File: src/hdl/eulrot_pkg.sv
`timescale 1ns / 1ps
// ----------------------------------------------------------------------------
// eulrot_pkg
// Shared constants for the Euler angle to rigid transform block: CORDIC
// arctangent table, gain start value and default configuration.
// ----------------------------------------------------------------------------
package eulrot_pkg;

   localparam int CORDIC_STEPS   = 16;
   localparam int COEF_FRAC_BITS = 16;
   localparam int ATAN_ENTRIES   = 24;
   localparam int OUT_FRAC       = 16;
   localparam int ANGLE_WIDTH    = 16;
   localparam int POS_WIDTH      = 32;
   localparam int COEF_OUT_WIDTH = 18;
   localparam int Z_WIDTH        = 34;

   localparam longint GAIN_Q30 = 64'sd652032875;

   // atan(2^-i) in units of 2^-32 turn
   localparam longint ATAN_TURN32 [ATAN_ENTRIES] = '{
      64'sd536870912, 64'sd316933405, 64'sd167458907, 64'sd85004756,
      64'sd42667331,  64'sd21354465,  64'sd10679838,  64'sd5340245,
      64'sd2670163,   64'sd1335086,   64'sd667544,    64'sd333772,
      64'sd166886,    64'sd83443,     64'sd41721,     64'sd20860,
      64'sd10430,     64'sd5215,      64'sd2607,      64'sd1303,
      64'sd651,       64'sd325,       64'sd162,       64'sd81
   };

   // converged gain rounded to frac fractional bits
   function automatic longint gain_start(input int frac);
      longint acc;
      acc = GAIN_Q30 + (64'sd1 <<< (29 - frac));
      return acc >>> (30 - frac);
   endfunction

endpackage

File: src/hdl/eulrot_cordic.sv
`timescale 1ns / 1ps
// ----------------------------------------------------------------------------
// eulrot_cordic
// Pipelined rotation-mode CORDIC: quadrant fold, one iteration per stage,
// then sign restore and clamp to plus or minus one.
// ----------------------------------------------------------------------------
module eulrot_cordic #(
   parameter int STEPS = eulrot_pkg::CORDIC_STEPS,
   parameter int FRAC  = eulrot_pkg::COEF_FRAC_BITS
) (
   input  logic                   clock,
   input  logic                   enable,
   input  logic signed [15:0]     angle,
   output logic signed [FRAC+1:0] sin_out,
   output logic signed [FRAC+1:0] cos_out
);

   localparam int XW = FRAC + 3;
   localparam int ZW = eulrot_pkg::Z_WIDTH;
   localparam logic signed [XW-1:0] X_START = XW'(eulrot_pkg::gain_start(FRAC));
   localparam logic signed [XW-1:0] ONE     = XW'(64'sd1 <<< FRAC);

   logic signed [XW-1:0] x_ff [0:STEPS];
   logic signed [XW-1:0] y_ff [0:STEPS];
   logic signed [ZW-1:0] z_ff [0:STEPS];
   logic                 flip_ff [0:STEPS];

   logic signed [16:0]   p_ext;
   logic signed [16:0]   p_fold;
   logic                 flip_in;
   logic signed [ZW-1:0] z_in;
   logic signed [XW-1:0] x_fin;
   logic signed [XW-1:0] y_fin;
   logic signed [XW-1:0] cos_in;
   logic signed [XW-1:0] sin_in;
   logic signed [FRAC+1:0] cos_ff;
   logic signed [FRAC+1:0] sin_ff;

   // fold into [-quarter, +quarter] turn
   always_comb begin
      p_ext = {angle[15], angle};
      if (p_ext > 17'sd16384) begin
         p_fold  = p_ext - 17'sd32768;
         flip_in = 1'b1;
      end else if (p_ext < -17'sd16384) begin
         p_fold  = p_ext + 17'sd32768;
         flip_in = 1'b1;
      end else begin
         p_fold  = p_ext;
         flip_in = 1'b0;
      end
      z_in = ZW'(p_fold) <<< 16;
   end

   always_ff @(posedge clock) begin
      if (enable) begin
         x_ff[0]    <= X_START;
         y_ff[0]    <= '0;
         z_ff[0]    <= z_in;
         flip_ff[0] <= flip_in;
      end
   end

   for (genvar i = 0; i < STEPS; i++) begin : g_iter
      localparam logic signed [ZW-1:0] ATAN = ZW'(eulrot_pkg::ATAN_TURN32[i]);
      always_ff @(posedge clock) begin
         if (enable) begin
            if (!z_ff[i][ZW-1]) begin
               x_ff[i+1] <= x_ff[i] - (y_ff[i] >>> i);
               y_ff[i+1] <= y_ff[i] + (x_ff[i] >>> i);
               z_ff[i+1] <= z_ff[i] - ATAN;
            end else begin
               x_ff[i+1] <= x_ff[i] + (y_ff[i] >>> i);
               y_ff[i+1] <= y_ff[i] - (x_ff[i] >>> i);
               z_ff[i+1] <= z_ff[i] + ATAN;
            end
            flip_ff[i+1] <= flip_ff[i];
         end
      end
   end

   always_comb begin
      x_fin = flip_ff[STEPS] ? -x_ff[STEPS] : x_ff[STEPS];
      y_fin = flip_ff[STEPS] ? -y_ff[STEPS] : y_ff[STEPS];
      priority if (x_fin > ONE)  cos_in = ONE;
      else if (x_fin < -ONE)     cos_in = -ONE;
      else                       cos_in = x_fin;
      priority if (y_fin > ONE)  sin_in = ONE;
      else if (y_fin < -ONE)     sin_in = -ONE;
      else                       sin_in = y_fin;
   end

   always_ff @(posedge clock) begin
      if (enable) begin
         cos_ff <= (FRAC+2)'(cos_in);
         sin_ff <= (FRAC+2)'(sin_in);
      end
   end

   assign cos_out = cos_ff;
   assign sin_out = sin_ff;

endmodule

File: config.mk
export PLATFORM = sky130hd
export DESIGN_NAME = eulrot_cordic
export DESIGN_NICKNAME = d
export VERILOG_FILES = /design/src/hdl/eulrot_pkg.sv /design/src/hdl/eulrot_cordic.sv
export SDC_FILE = /design/constraint.sdc
export NUM_CORES = 2
export LEC_CHECK = 0
export BUFFER_PORTS_ARGS = -buffer_cell sky130_fd_sc_hd__clkbuf_2
export CAP_MARGIN = 20
export CORE_MARGIN = 8
export CORE_UTILIZATION = 35
export CTS_BUF_LIST = sky130_fd_sc_hd__clkbuf_2 sky130_fd_sc_hd__clkbuf_4 sky130_fd_sc_hd__clkbuf_8
export DETAILED_ROUTE_END_ITERATION = 8
export PLACE_DENSITY_LB_ADDON = 0.3
export SLEW_MARGIN = 20
export SYNTH_ARGS = -nofsm -noshare
export SYNTH_HDL_FRONTEND = slang
export SYNTH_SLANG_ARGS = --single-unit
File: constraint.sdc
create_clock -name clock -period 5.1 [get_ports clock]
set_input_delay 1.02 -clock clock [delete_from_list [all_inputs] [get_ports clock]]
set_output_delay 1.02 -clock clock [all_outputs]
set_load 0.02 [all_outputs]
==> impl_metrics.tcl <==
set metrics [dict create \
    start_util_pct 35.08 \
    status "finished, final reports clean" \
    slew_headroom_pct 38.56 \
    ys_ff_latch 1070 \
    setup_tns_ps 0 \
    clk_latency_ps 920 \
    cts_tree "done" \
    routed_wl_mm 188.1 \
    layout_common_cells "1070 x edfxtp_1, 1009 x ha_1, 745 x a21oi_1" \
    synthesis.area_um2 83130 \
    layout_min_cycle_time_ps 4034 \
    die_x_um 503.3 \
    htreeDepth 4 \
    first_pass_iters 6 \
    cts_made_buffers 186 \
    maxSlewViolCount 0 \
    avgRoutedWirePerCell_um 15.75 \
    grt_pass1_wl_mm 306.7 \
    via_count 62320 \
    required_ps 5730 \
    synth_cells 8369 \
    core-area_um2 237000 \
    cts_hold_buf 0 \
    finalHoldViolCount 0 \
    ys_async_sr_fraction_pct 0 \
    antenna_found_initial 2 \
    grt_max_degree 131 \
    ys_types 82 \
    cp-end-kind "flip-flop" \
    synth_seq_area_share_pct 38.65 \
    skew_ps 52.49 \
    cp-start-kind "flip-flop" \
    synth_warnings 0 \
    worst_pin_slew_ps 909.7 \
    clock.fmax_ghz 0.2479 \
    holdCritPathClass "in2reg" \
    syn_avg_cell_area_um2 9.933 \
    cts_root_buf "clkbuf_8" \
    row_count 179 \
    cts_setup_buffers 0 \
    path_clk_slew_ps 60 \
    fp.dieH_um 503.3 \
    regArea_um2 32130 \
    critical_path_class "reg2reg" \
    grt_usage_pct 14.30 \
    finalCritPeriodShare_pct 79.09 \
    drive_gt1_share_pct 6.445 \
    ctsResizeCount 0 \
    synth_flop_cell "edfxtp_1" \
    clockBufferDepth 3 \
    nFillCells 23360 \
    synth_edf_count 1070 \
    fp.dieArea_um2 253400 \
    ant_nets 0 \
    final_nets 9684 \
    multiInputGateArea_um2 48950 \
    grt_overflow 0 \
    drc_errors 0 \
    first_iter_violations 3195 \
    port_buffers 53 \
    utilization_pct 38.78 \
    ios 54 \
    setup_viol 0 \
    clock-sinks 1070 \
    grt_pass1_vias 61350 \
    worstPathMaxFanout 5 \
    dpl.hpwl_mm 146.4 \
    gp_routability_congestion 0.8727 \
    cap_violations 0 \
    final_common_cell "edfxtp_1" \
    rsz0062_at_grt "no" \
    syn_to_final_growth_pct 10.53 \
    vias_per_cell 5.219 \
    critPathArrivalTime_ps 4660 \
]
cells in the mapped netlist (43+ instances only):
library cell	number	area, um^2
fa_1	45	900.9
nand4_1	47	294.0
a21o_1	352	2643
ha_1	1009	12620
o211ai_1	86	645.6
nand3_1	193	965.9
xor2_1	321	2811
xnor2_1	715	6262
o31ai_1	82	615.6
clkbuf_1	110	412.9
nor4_1	43	269.0
and2_1	49	306.5
a31oi_1	77	481.7
nor2b_1	110	688.2
nand2b_1	109	681.9
o21bai_1	111	833.3
or3_1	65	406.6
o21a_1	101	758.2
nor3_1	240	1201
inv_1	415	1558
a21oi_1	745	3729
a211oi_1	87	653.1
and3_1	88	550.5
edfxtp_1	1070	32130
nor2_1	624	2342
nand2_1	566	2125
o21ai_0	405	2027
metrics by stage:
stage               cells  hold WS [ps]  setup slack, ps  instance area (um^2)
floorplan            8371         400.3            263.5                 83130
global placement    11590         400.6            169.8                 87860
detailed placement  11590         404.5            159.4                 87870
CTS                 11930         162.9             1035                 91860
global route        11940         186.0            666.1                 91880
finish              11940         297.1             1066                 91880
worst max-delay path, cell delays in order (launching register included):
cell and delay [ps]:
edfxtp_1 490, nor3_1 280, nand3_1 130, or3_1 370, o31ai_1 640, xnor2_1 160, ha_1 370, or2_2 330
a21oi_1 260, a211oi_1 110, o21ai_0 300, o21ai_0 160, xor2_1 170
registers in the layout, summed over array words and instances, names as in the netlist:
register and flops:
sin_out 18, y_ff 284, flip_ff 17, z_ff 452, cos_out 18, x_ff 281
cell families (layout without fill, tap and decap cells):
group | count (synthesis) | in the layout | share of synthesized area (%)
AOI/OAI and AO/OA | 2377 | 2377 | 18.36
xor gates and xnor gates | 1036 | 1036 | 10.92
other | 2 | 11 | 0.009034
adders and majority gates | 1054 | 1054 | 16.27
and+or+nand+nor | 2241 | 2241 | 12.78
muxes | 42 | 42 | 0.5223
buffers and inverters | 547 | 943 | 2.484
DFF | 1070 | 1070 | 38.65
worst paths after layout:
path                                   from            to  slack [ps]  cells past startpoint
worst max-delay path            y_ff[9][11]  x_ff[10][17]        1070                     12
worst min-delay path              angle[13]   z_ff[0][29]         300                      1
worst max register to register  y_ff[9][11]  x_ff[10][17]        1070                     12
worst min register to register  z_ff[10][2]   z_ff[11][2]         380                      0
final cells by class:
type,instances,area share (%)
multi-input cells,6754,53.27
inverters,421,1.720
clock buffers,222,3.080
well taps,3167,4.313
repair buffers,179,1.356
flip-flops and latches,1070,34.97
diodes,7,0.01906
clock inverters,121,1.269
metal layers:
layer / track usage (%) / vias to the layer above / share of wire, %
li1: - / 31700 / -
met1: 17.88 / 29210 / 45
met2: 25.46 / 1071 / 48
met3: 2.202 / 342 / 3.6
met4: 4.265 / 0 / 2.8
met5: 0 / - / 0
Power is not shown: default switching activity piles up to over one toggle a cycle in this logic, so the estimate is an artifact.
